File: src/rtl/rbm_pkg.sv
package rbm_pkg;

  localparam int AddrW    = 13;
  localparam int LocW     = 12;
  localparam int MapW     = 15;
  localparam int DataW    = 8;
  localparam int BankW    = 3;
  localparam int CountW   = 4;
  localparam int RamAddrW = 7;
  localparam int RamBytes = 128;
  localparam int CfgW     = 12;
  localparam int CfgIdxW  = 2;

  localparam logic [LocW-1:0]   NarrowMask = 12'h7ff;
  localparam logic [LocW-1:0]   WideMask   = 12'hfff;
  localparam logic [LocW-1:0]   StrobeMask = 12'hfe0;
  localparam logic [CountW-1:0] MaxBanks   = 4'd8;

  localparam logic OpAccess = 1'b0;
  localparam logic OpLoad   = 1'b1;

  localparam logic [CfgIdxW-1:0] RegNarrowMask  = 2'd0;
  localparam logic [CfgIdxW-1:0] RegBankCount   = 2'd1;
  localparam logic [CfgIdxW-1:0] RegFirstStrobe = 2'd2;
  localparam logic [CfgIdxW-1:0] RegRamEnable   = 2'd3;

  typedef struct packed {
    logic             op;
    logic             chip_select;
    logic [AddrW-1:0] bus_address;
    logic             read_not_write;
    logic [DataW-1:0] data_in;
    logic [MapW-1:0]  load_index;
  } rbm_in_t;

  typedef struct packed {
    logic             drive_data;
    logic [DataW-1:0] data_out;
    logic [MapW-1:0]  mapped_address;
  } rbm_out_t;

  typedef struct packed {
    logic              narrow_mask;
    logic [CountW-1:0] bank_count;
    logic [LocW-1:0]   first_strobe;
    logic              ram_enable;
  } rbm_cfg_t;

  typedef struct packed {
    logic                rom_we;
    logic                rom_re;
    logic                ram_we;
    logic                ram_re;
    logic                bank_we;
    logic                drive;
    logic [BankW-1:0]    new_bank;
    logic [RamAddrW-1:0] ram_addr;
    logic [MapW-1:0]     mapped;
  } rbm_dec_t;

endpackage

File: src/rtl/rbm_decode.sv
module rbm_decode import rbm_pkg::*; #(
  parameter int ROM_BYTES = 32768
) (
  input  logic             valid,
  input  rbm_in_t          req,
  input  rbm_cfg_t         cfg,
  input  logic [BankW-1:0] active_bank,
  output rbm_dec_t         dec
);

  localparam logic [MapW:0] RomLimit = (MapW+1)'(ROM_BYTES);

  logic [LocW-1:0]   a;
  logic [LocW-1:0]   diff;
  logic [CountW-1:0] count;
  logic              access;
  logic              in_w;
  logic              in_r;
  logic              strobe;
  logic [MapW-1:0]   rom_addr;
  logic              rom_read;

  always_comb begin
    a        = req.bus_address[LocW-1:0] & (cfg.narrow_mask ? NarrowMask : WideMask);
    access   = valid && (req.op == OpAccess) && req.chip_select;
    in_w     = cfg.ram_enable && (a < LocW'(RamBytes));
    in_r     = cfg.ram_enable && !in_w && (a < LocW'(2 * RamBytes));
    diff     = a - cfg.first_strobe;
    count    = (cfg.bank_count > MaxBanks) ? MaxBanks : cfg.bank_count;
    strobe   = ((a & StrobeMask) == StrobeMask) && (a >= cfg.first_strobe)
               && (diff < {{(LocW-CountW){1'b0}}, count});
    rom_addr = {active_bank, a};
    rom_read = access && !in_w && !in_r && !strobe && req.read_not_write;

    dec.rom_we   = valid && (req.op == OpLoad) && ({1'b0, req.load_index} < RomLimit);
    dec.rom_re   = rom_read && ({1'b0, rom_addr} < RomLimit);
    dec.ram_we   = access && in_w;
    dec.ram_re   = access && in_r;
    dec.bank_we  = access && !in_w && !in_r && strobe;
    dec.drive    = rom_read || (access && in_r);
    dec.new_bank = diff[BankW-1:0];
    dec.ram_addr = a[RamAddrW-1:0];
    if (!access) begin
      dec.mapped = '0;
    end else if (in_w || in_r || strobe) begin
      dec.mapped = {{(MapW-LocW){1'b0}}, a};
    end else begin
      dec.mapped = rom_addr;
    end
  end

endmodule

File: config.mk
export PLATFORM = sky130hd
export DESIGN_NAME = rbm_decode
export DESIGN_NICKNAME = d
export VERILOG_FILES = /design/src/rtl/rbm_pkg.sv /design/src/rtl/rbm_decode.sv
export SDC_FILE = /design/constraint.sdc
export NUM_CORES = 1
export LEC_CHECK = 0
export BUFFER_PORTS_ARGS = -buffer_cell sky130_fd_sc_hd__buf_2
export CAP_MARGIN = 40
export CELL_PAD_IN_SITES_DETAIL_PLACEMENT = 0
export CELL_PAD_IN_SITES_GLOBAL_PLACEMENT = 1
export CORE_UTILIZATION = 25
export DETAILED_ROUTE_END_ITERATION = 16
export PLACE_DENSITY_LB_ADDON = 0.1
export SLEW_MARGIN = 20
export SYNTH_ARGS = -nofsm -noshare
export SYNTH_HDL_FRONTEND = slang
export SYNTH_SLANG_ARGS = --single-unit
File: constraint.sdc
create_clock -name vclk -period 3.3
set_input_delay 0.33 -clock vclk [all_inputs]
set_output_delay 0.33 -clock vclk [all_outputs]
set_load 0.005 [all_outputs]
Word-level counts from Yosys, hierarchy flattened
Index checks and enable logic that the tools add are counted.
{"block": "word_totals", "ram_bits": 0, "latchBits": 0, "n_memories": 0, "wordCells": 34, "out_inout_bits": 31, "register_bits": 0, "rom_bits": 0}
{"block": "classes", "n_div": 0, "bitwise_logic": 2, "magnitude_cmp": 5, "shifts": 0, "n_addsub": 1, "n_mul": 0, "eq_ne": 1, "reduce_logical": 21, "n_mux": 4}
{"operator": "15-bit 2-to-1 mux", "count": 2}
{"operator": "1-bit logical AND", "count": 15}
{"operator": "12-bit AND", "count": 1}
{"operator": "12-bit >= comparator", "count": 1}
{"operator": "12-bit by 4-bit < comparator with 1-bit output", "count": 1}
{"operator": "12-bit by 8-bit < comparator with 1-bit output (second input constant)", "count": 1}
{"operator": "12-bit by 9-bit < comparator with 1-bit output (second input constant)", "count": 1}
{"operator": "12-bit 2-to-1 mux", "count": 1}
{"operator": "12-bit subtractor", "count": 1}
{"operator": "7-bit == test (second input constant)", "count": 1}
{"operator": "4-bit > comparator (second input constant)", "count": 1}
{"operator": "4-bit 2-to-1 mux", "count": 1}
{"operator": "1-bit logical NOT", "count": 3}
{"operator": "1-bit logical OR", "count": 3}
{"operator": "1-bit inverter", "count": 1}

Depth between registers and ports, before layout
Gate-level depths: netlist (run 1).
{"block": "logic_depth", "depth_word": 12, "ltp_mapped": 13, "depth_no_buf": 12}

Least setup slack after synthesis (run 1)
OpenSTA, ideal clock, no wires.
{"block": "synth_timing", "path_type": "input port to output port", "from": "input port cfg[2] (netlist bit)", "to": "output port dec[29] (netlist bit)", "setup_slack_ps": 620, "required_ps": 2970, "arrival_ps": 2350, "n_path_buf": 1, "cell_stages": 13, "path_cell_list": "inv_1 -> ha_1 -> nor2b_1 -> o21a_1 -> nor2_1 -> xnor2_1 -> ha_1 -> a211oi_1 -> nand3_1 -> nor4_1 -> nand4b_1 -> nor2b_1 -> buf_4"}
{"block": "synth_between", "elab_chain_cells": 6, "elab_cells_between_ends": 8, "cone_classes": "add/sub: 1; order compare: 2; reduce/logical: 5"}
{"element": "start, declared", "line": "rbm_decode.sv:6", "rtl": "input rbm_cfg_t cfg,"}
{"element": "12-bit subtractor / 12-bit >= comparator (equally long branches)", "line": "rbm_decode.sv:28, rbm_decode.sv:30"}
{"element": "12-bit by 4-bit < comparator with 1-bit output / 1-bit logical AND (equally long branches)", "line": "rbm_decode.sv:31, rbm_decode.sv:30"}
{"element": "1-bit logical AND (*)", "line": "rbm_decode.sv:31", "rtl": "&& (diff < {{(LocW-CountW){1'b0}}, count});"}
{"element": "1-bit logical NOT (*)", "line": "rbm_decode.sv:33", "rtl": "rom_read = access && !in_w && !in_r && !strobe && req.read_not_write;"}
{"element": "1-bit logical AND (*) (2 in series)", "line": "rbm_decode.sv:33"}
{"element": "end, declared", "line": "rbm_decode.sv:8", "rtl": "output rbm_dec_t dec"}
Mark *: on every way between the ends. The rest lies on a longest branch, timed or not.

==> metrics, run 1 <==
status=finished, final reports clean; Hold Vio Cnt, Final=0; share of layout cells above drive strength 1=36.2%; Initial DRC Count=27; Int Pwr=96.2 µW; Final period util=93.1%; slew at the pin with the worst max-slew slack=0.517 ns; GR Util All Layers=13.3%; Yosys warnings=0; final std cells w/o fill=263; Hold Crit Class=in -> out; power per cell area=149 nW/µm²; die height=67.4 µm; WS Path Type=in -> out; RSZ-0062 raised after global routing=false; vias in the first global route=1071; Crit path required time=2.97 ns; gate count of the mapped netlist=157; Seq Cell Count=0; Storage cell area=0 µm²; Remaining DRCs=0; Yosys cell types=40; initial antenna violation count=0; Vias/cell=4.69; Post-Syn Area=1070 µm²; XOR/XNOR share of the synthesized area=4.92%; FILL cells=472; Peak VDD IR=45.1 µV; critical path arrival=2.74 ns; Critical Path Start=req[25]; Max Slew Vio Count=0; leak pwr=0.796 nW; n_diodes=0; CP endpoint=dec[14]; clock share of power=0%; Post-Synth Adder-Cell Area=19.4%; total wire length=3060 µm; hold buffer count at cts=0; drt wl/cell=11.6 µm; largest net degree at the start of global routing=16; Comb pwr share=100.0%; area of the multi-input gates=907 µm²; Synth Area in Compound Gates=21.5%; # Max-Cap Violations=0; Psw=112 µW; min cycle time layout=3.07 ns; Slew headroom=65.5%; Power, Total=208 µW; setup violators final=0; initial core utilization=26.3%; syn nets=234; final HPWL from detailed placement=2630 µm; post-route ant nets=0; CLK BUF=0; setup tns final=0 ns; synthesis-to-layout area growth=30.7%; crit path capture type=output pin; sequential share of power=0%; nature of the critical path startpoint=input port; core area=4060 µm²; CP max FO=6; Layout Nets=292; setup bufs post-CTS=0; simple-gate share of the synthesized area=35.7%; port bufs=68; GPL Wtd Cong=0.791; GRT Residual Overflow=0; Inst Count DP=263; vias post-DR=1234; sequential element share of the synthesized area=0%; post-synthesis mux area share=1.87%; main combinational cell family by area after synthesis=simple AND/OR/NAND/NOR gates; die width=67.4 µm; Net Sw Frac=53.8%; num rows=23; full die area=4540 µm²; Fmax achieved=326 MHz; global-route wire length before repair=4770 µm; Pre-antenna DRT Iters=4; syn_area_per_cell=6.81 µm²; Top Ports=92
==> through the flow <==
step | cell area, µm² | setup slack, ns | hold WS [ns] | util [%]
after floorplan | 1070 | 0.620 | 0.691 | -
after global placement | 1380 | 0.0606 | 0.850 | 34.0
after detailed placement | 1380 | 0.0816 | 0.852 | 34.0
after CTS | 1380 | 0.0700 | 0.853 | 34.0
after global routing | 1400 | 0.0269 | 0.864 | 34.4
final | 1400 | 0.229 | 0.851 | 34.4
==> final cells by class <==
class              instances  share of cell area (%)
repair buffers            68                    24.4
inverters                 23                    6.18
multi-input cells        122                    65.0
well taps                 50                    4.48
==> worst max-delay path, stage by stage <==
cell,delay [ns]
buf_2,0.12
ha_1,0.30
nor2b_2,0.17
o21a_1,0.16
nor2_1,0.11
xnor2_1,0.17
ha_1,0.29
a211oi_1,0.23
nand3_1,0.14
nor4_2,0.15
nand4b_1,0.24
and3_1,0.22
buf_2,0.12
==> per-layer routing <==
layer  up-vias  wire length, µm  GRT usage [%]
met5         -                0              0
met2        47             1420           25.3
met4         0                0              0
met1       533             1440           17.6
li1        654                -              -
met3         0              195              0
==> what timing repair did <==
| item | CTS | global route |
|---|---|---|
| endpoints found under the hold margin | 0 | 0 |
| resized for setup | 0 | 3 |
| setup endpoints to repair | 0 | 6 |
==> placed cells by master (no fill, tap or decap) <==
cell and instances:
a31oi_1 4, o21a_1 2, mux2i_1 2, nor3_1 4, a21oi_1 4, nor2b_2 1, o31ai_2 1, nor2b_1 2
nand4_1 7, o211a_1 2, nand2_1 14, a21oi_2 1, nand2b_1 3, o31a_4 1, xor2_1 3, nor4_2 3
ha_1 15, and2_1 13, xnor2_1 3, o32ai_1 1, a32oi_1 1, o21bai_1 1, a211oi_1 3, nor2_1 7
and3b_1 1, o22ai_1 1, a311o_1 1, fa_1 1, nor2b_4 2, a21boi_0 1, nand3_1 2, buf_2 68
and3_1 4, nand3b_1 2, o21ai_0 8, inv_1 23, nand4b_1 1
==> cell families (layout without fill, tap and decap cells) <==
logic type,after synthesis,count (layout)
fa+ha+maj,16,16
mux,2,2
buf+inv,35,91
xor+xnor,6,6
compound gates,32,32
simple gates,66,66
==> power groups by stage <==
| stage | combinational (mW) | sequential [mW] | clock (mW) |
|---|---|---|---|
| after floorplan | 0.146 | 0 | 0 |
| after global placement | 0.206 | 0 | 0 |
| after detailed placement | 0.207 | 0 | 0 |
| after CTS | 0.208 | 0 | 0 |
| after global routing | 0.235 | 0 | 0 |
| final | 0.208 | 0 | 0 |
==> worst min-delay path by stage <==
stage	start	to	slack, ns	depth (start not counted)
floorplan	req[31]	dec[28]	0.69	1
global placement	req[24]	dec[15]	0.85	2
detailed placement	req[24]	dec[15]	0.85	2
CTS	req[24]	dec[15]	0.85	2
global route	req[27]	dec[18]	0.86	2
finish	req[24]	dec[15]	0.85	2
==> Yosys cell counts (all sizes together) <==
| master | instances | area (µm²) |
|---|---|---|
| nor2b | 5 | 46.3 |
| and3b | 1 | 8.76 |
| and3 | 4 | 25.0 |
| fa | 1 | 20.0 |
| a21oi | 5 | 28.8 |
| o21a | 2 | 15.0 |
| nand3b | 2 | 15.0 |
| o31a | 1 | 17.5 |
| o21ai | 8 | 40.0 |
| o22ai | 1 | 6.26 |
| nand2b | 3 | 18.8 |
| nor2 | 7 | 26.3 |
| ha | 15 | 188 |
| o31ai | 1 | 12.5 |
| a31oi | 4 | 25.0 |
| nand4b | 1 | 8.76 |
| a21boi | 1 | 7.51 |
| nand3 | 2 | 10.0 |
| and2 | 13 | 81.3 |
| o211a | 2 | 20.0 |
| xnor2 | 3 | 26.3 |
| mux2i | 2 | 20.0 |
| nor4 | 3 | 25.0 |
| nand2 | 14 | 52.6 |
| nand4 | 7 | 43.8 |
| o21bai | 1 | 7.51 |
| clkbuf | 3 | 22.5 |
| xor2 | 3 | 26.3 |
| a32oi | 1 | 8.76 |
| a311o | 1 | 10.0 |
| nor3 | 4 | 20.0 |
| o32ai | 1 | 8.76 |
| a211oi | 3 | 22.5 |
| buf | 9 | 67.6 |
| inv | 23 | 86.3 |
No activity file was read; power rests on OpenSTA's default activity.
==> inputs of run 2 (changes only) <==
--- a/config.mk
+++ b/config.mk
@@ -7,11 +7,9 @@
 export LEC_CHECK = 0
 export BUFFER_PORTS_ARGS = -buffer_cell sky130_fd_sc_hd__buf_2
 export CAP_MARGIN = 40
-export CELL_PAD_IN_SITES_DETAIL_PLACEMENT = 0
-export CELL_PAD_IN_SITES_GLOBAL_PLACEMENT = 1
-export CORE_UTILIZATION = 25
+export CORE_UTILIZATION = 40
 export DETAILED_ROUTE_END_ITERATION = 16
-export PLACE_DENSITY_LB_ADDON = 0.1
+export PLACE_DENSITY = 0.84
 export SLEW_MARGIN = 20
 export SYNTH_ARGS = -nofsm -noshare
 export SYNTH_HDL_FRONTEND = slang
==> run 2 against run 1 <==
Cell count decreased by 7.6%. Die area decreased by 37%. First-iteration DRC count decreased by 26%. Via count increased by 1.5%. Sequential share of layout area unchanged. Clock-buffer cell count unchanged. Core utilization increased by 20 points. Critical path type unchanged. Critical endpoint is now dec[12]. Largest power group unchanged.
==> metrics, run 2 (synthesis gave the netlist of run 1 again) <==
commonest non-fill, non-tap cell in the layout=buf_2; vias in the first global route=1056; crit-path max cell delay=0.31 ns; Pre-antenna DRT Iters=4; commonest cells after routing, fill and taps aside=buf_2 (68), inv_1 (23), ha_1 (15), nand2_1 (14), and2_1 (13); setup bufs post-CTS=0; largest net degree at the start of global routing=16; initial antenna violation count=0; GPL Wtd Cong=0.920; Peak VDD IR=84.5 µV; drt wl/cell=11.1 µm; # Max-Cap Violations=0; synthesis-to-layout area growth=26.9%; Vias/cell=5.16; Max Slew Vio Count=0; nature of the critical path startpoint=input port; RSZ-0062 raised after global routing=false; full die area=2880 µm²; Power, Total=202 µW; post-route ant nets=0; Slew headroom=74.7%; power per cell area=149 nW/µm²; CLK BUF=0; hold path start=req[24]; GRT Residual Overflow=0; hold buffer count at cts=0; leak pwr=0.794 nW; Setup WS pre-CTS=0.239 ns; Hold Path Sink=dec[15]; status=finished, final reports clean; Storage cell area=0 µm²; num rows=18; n_diodes=0; slowest CP cell=ha_1; hold path depth=2; Hold Vio Cnt, Final=0; min cycle time layout=3.09 ns; FILL cells=270; slew at the pin with the worst max-slew slack=0.377 ns; vias post-DR=1253; Final period util=93.5%; setup violators final=0; final HPWL from detailed placement=2360 µm; Hold Crit Class=in -> out; Crit path required time=2.97 ns; CP max FO=6; CP cell instances=buf_2 > ha_1 > nor2b_1 > o21a_1 > nor2_1 > xnor2_1 > ha_1 > a211oi_1 > nand3_1 > nor4_1 > nand4b_1 > and3_1 > buf_2; Remaining DRCs=0; share of layout cells above drive strength 1=34.7%; global-route wire length before repair=4300 µm; crit path capture type=output pin; Layout Nets=292; met2 WL=1310 µm; Fmax achieved=324 MHz; port bufs=68; met3 routed WL=141 µm; uppermost layer routed=met3; Top Ports=92; critical path arrival=2.76 ns; WS Path Type=in -> out; cts repair resizes=0; initial core utilization=42.7%; core area=2500 µm²; Initial DRC Count=20; met1 wire length=1250 µm; die height=53.7 µm; setup tns final=0 ns; Final WS setup=0.214 ns; die width=53.7 µm; GR Util All Layers=19.2%; total wire length=2700 µm; Seq Cell Count=0
## run 2: cell counts in the layout (fill, tap and decap cells not counted)
No cell type changed its count.
## run 2: cell type report
type               instances  area [µm²]  area share, %
multi-input cells        122         892           65.8
inverters                 23        86.3           6.37
repair buffers            68         340           25.1
well taps                 30        37.5           2.77
## run 2: worst max-delay path: cells and delay by family
| kind | cells | cell delay (ns) |
|---|---|---|
| and+or+nand+nor | 6 | 1.07 |
| adders and majority gates | 2 | 0.58 |
| AOI/OAI and AO/OA | 2 | 0.39 |
| buffers and inverters | 2 | 0.24 |
| xor gates and xnor gates | 1 | 0.15 |
## run 2: metal layers
layer,vias to the layer above,track usage (%)
met3,0,0.847
met2,44,38.3
met5,-,0
met1,552,22.6
met4,0,1.75
li1,657,-
## run 2: metrics by stage
step	cells	util [%]	cell area (µm²)	hold WS, ns
after floorplan	157	-	1070	0.691
after global placement	243	54.3	1360	0.850
after detailed placement	243	54.3	1360	0.854
after CTS	243	54.3	1360	0.854
after global routing	243	54.3	1360	0.867
final	243	54.3	1360	0.852
## run 2: worst max-delay path by stage
| stage | start | endpoint | slack, ns | cells past startpoint |
|---|---|---|---|---|
| after detailed placement | cfg[2] | dec[13] | 0.24 | 14 |
| after global routing | cfg[2] | dec[12] | 0.04 | 14 |
| after global placement | cfg[2] | dec[13] | 0.24 | 14 |
| after CTS | cfg[2] | dec[13] | 0.23 | 14 |
| after floorplan | cfg[2] | dec[29] | 0.62 | 13 |
| final | req[25] | dec[12] | 0.21 | 13 |
## run 2: power breakdown
group	switching (mW)	total, mW	internal (mW)	leakage (nW)
combinational	0.107	0.202	0.0948	0.794
sequential	0	0	0	0
clock	0	0	0	0
total	0.107	0.202	0.0948	0.794
==> inputs of run 3 (changes only) <==
==> constraint.sdc (replaced) <==
create_clock -name vclk -period 3.3
set_input_delay 0 -clock vclk [all_inputs]
set_output_delay 0 -clock vclk [all_outputs]
set_load 0.005 [all_outputs]
==> run 3 against run 2 <==
Combinational power about the same. Power about the same. Highest routed layer is now met4. Die area unchanged.
==> metrics, run 3 (synthesis gave the netlist of run 1 again) <==
status=finished, final reports clean; slowest CP cell=ha_1; vias post-DR=1258; setup bufs post-CTS=0; crit-path max cell delay=0.28 ns; critical path arrival=2.39 ns; initial antenna violation count=0; GR Util All Layers=19.6%; vias in the first global route=1047; design area=1360 µm²; crit path capture type=output pin; hold_ws=0.190 ns; commonest cells after routing, fill and taps aside=buf_2 (68), inv_1 (23), ha_1 (15), nand2_1 (14), and2_1 (13); Seq Cell Count=0; cts repair resizes=0; Layout Nets=292; GPL Wtd Cong=0.920; Fmax achieved=418 MHz; Placed Area=1360 µm²; Crit path required time=3.30 ns; share of layout cells above drive strength 1=34.7%; n_diodes=0; # Max-Cap Violations=0; largest net degree at the start of global routing=16; port bufs=68; core area=2500 µm²; Remaining DRCs=0; CLK BUF=0; die height=53.7 µm; final HPWL from detailed placement=2360 µm; Slew headroom=74.5%; GRT Residual Overflow=0; Initial DRC Count=31; Top Ports=92; Vias/cell=5.18; Storage cell area=0 µm²; setup tns final=0 ns; Pre-antenna DRT Iters=6; Hold Vio Cnt, Final=0; total wire length=2720 µm; initial core utilization=42.7%; drt wl/cell=11.2 µm; nature of the critical path startpoint=input port; CP max FO=6; crit path buf inv count=3; leak pwr=0.794 nW; Max Slew Vio Count=0; synthesis-to-layout area growth=26.9%; Crit path max-delay family=simple AND/OR/NAND/NOR gates; global-route wire length before repair=4360 µm; min cycle time layout=2.39 ns; Power, Total=202 µW; Final period util=72.6%; power per cell area=149 nW/µm²; Hold Crit Class=in -> out; setup violators final=0; hold buffer count at cts=0; Final Util=54.3%; RSZ-0062 raised after global routing=false; die width=53.7 µm; hold path start=req[24]; Critical Path Start=cfg[2]; num rows=18; CP cell instances=buf_2 > inv_1 > ha_1 > nor2b_1 > o21a_1 > nor2_1 > xnor2_1 > ha_1 > a211oi_1 > nand3_1 > nor4_1 > nand4b_1 > and3_1 > buf_2; slew at the pin with the worst max-slew slack=0.380 ns; post-route ant nets=0; WS Path Type=in -> out; commonest non-fill, non-tap cell in the layout=buf_2; Peak VDD IR=82.9 µV; full die area=2880 µm²
run 3: cell counts in the layout (fill, tap and decap cells not counted):
No cell type changed its count.
run 3: area by class of cell:
cell class | instances | area [µm²]
Fill cell | 269 | 1140
Multi-Input combinational cell | 122 | 892
Timing Repair Buffer | 68 | 340
Inverter | 23 | 86.3
Tap cell | 30 | 37.5
run 3: per-layer routing:
metal	GRT usage, %	part of all wire, %	vias to the layer above
met1	24.0	45	554
met3	0.565	5.6	2
met4	2.19	0.52	0
li1	-	-	654
met2	38.1	48	48
met5	0	0	-
run 3: path summary, 6_finish.rpt:
| kind | to | slack (ns) | cells after the start |
|---|---|---|---|
| worst max-delay path | dec[12] | 0.91 | 14 |
| worst min-delay path | dec[15] | 0.19 | 2 |
run 3: power by group:
group | internal, mW | leakage, nW | switching (mW)
clock network | 0 | 0 | 0
registers | 0 | 0 | 0
logic | 0.0949 | 0.794 | 0.107
run 3: per-stage QoR:
| stage | worst slack [ns] | std cells |
|---|---|---|
| after floorplan | 1.28 | 157 |
| after global placement | 0.900 | 243 |
| after detailed placement | 0.908 | 243 |
| after CTS | 0.896 | 243 |
| after global routing | 0.717 | 243 |
| final | 0.906 | 243 |
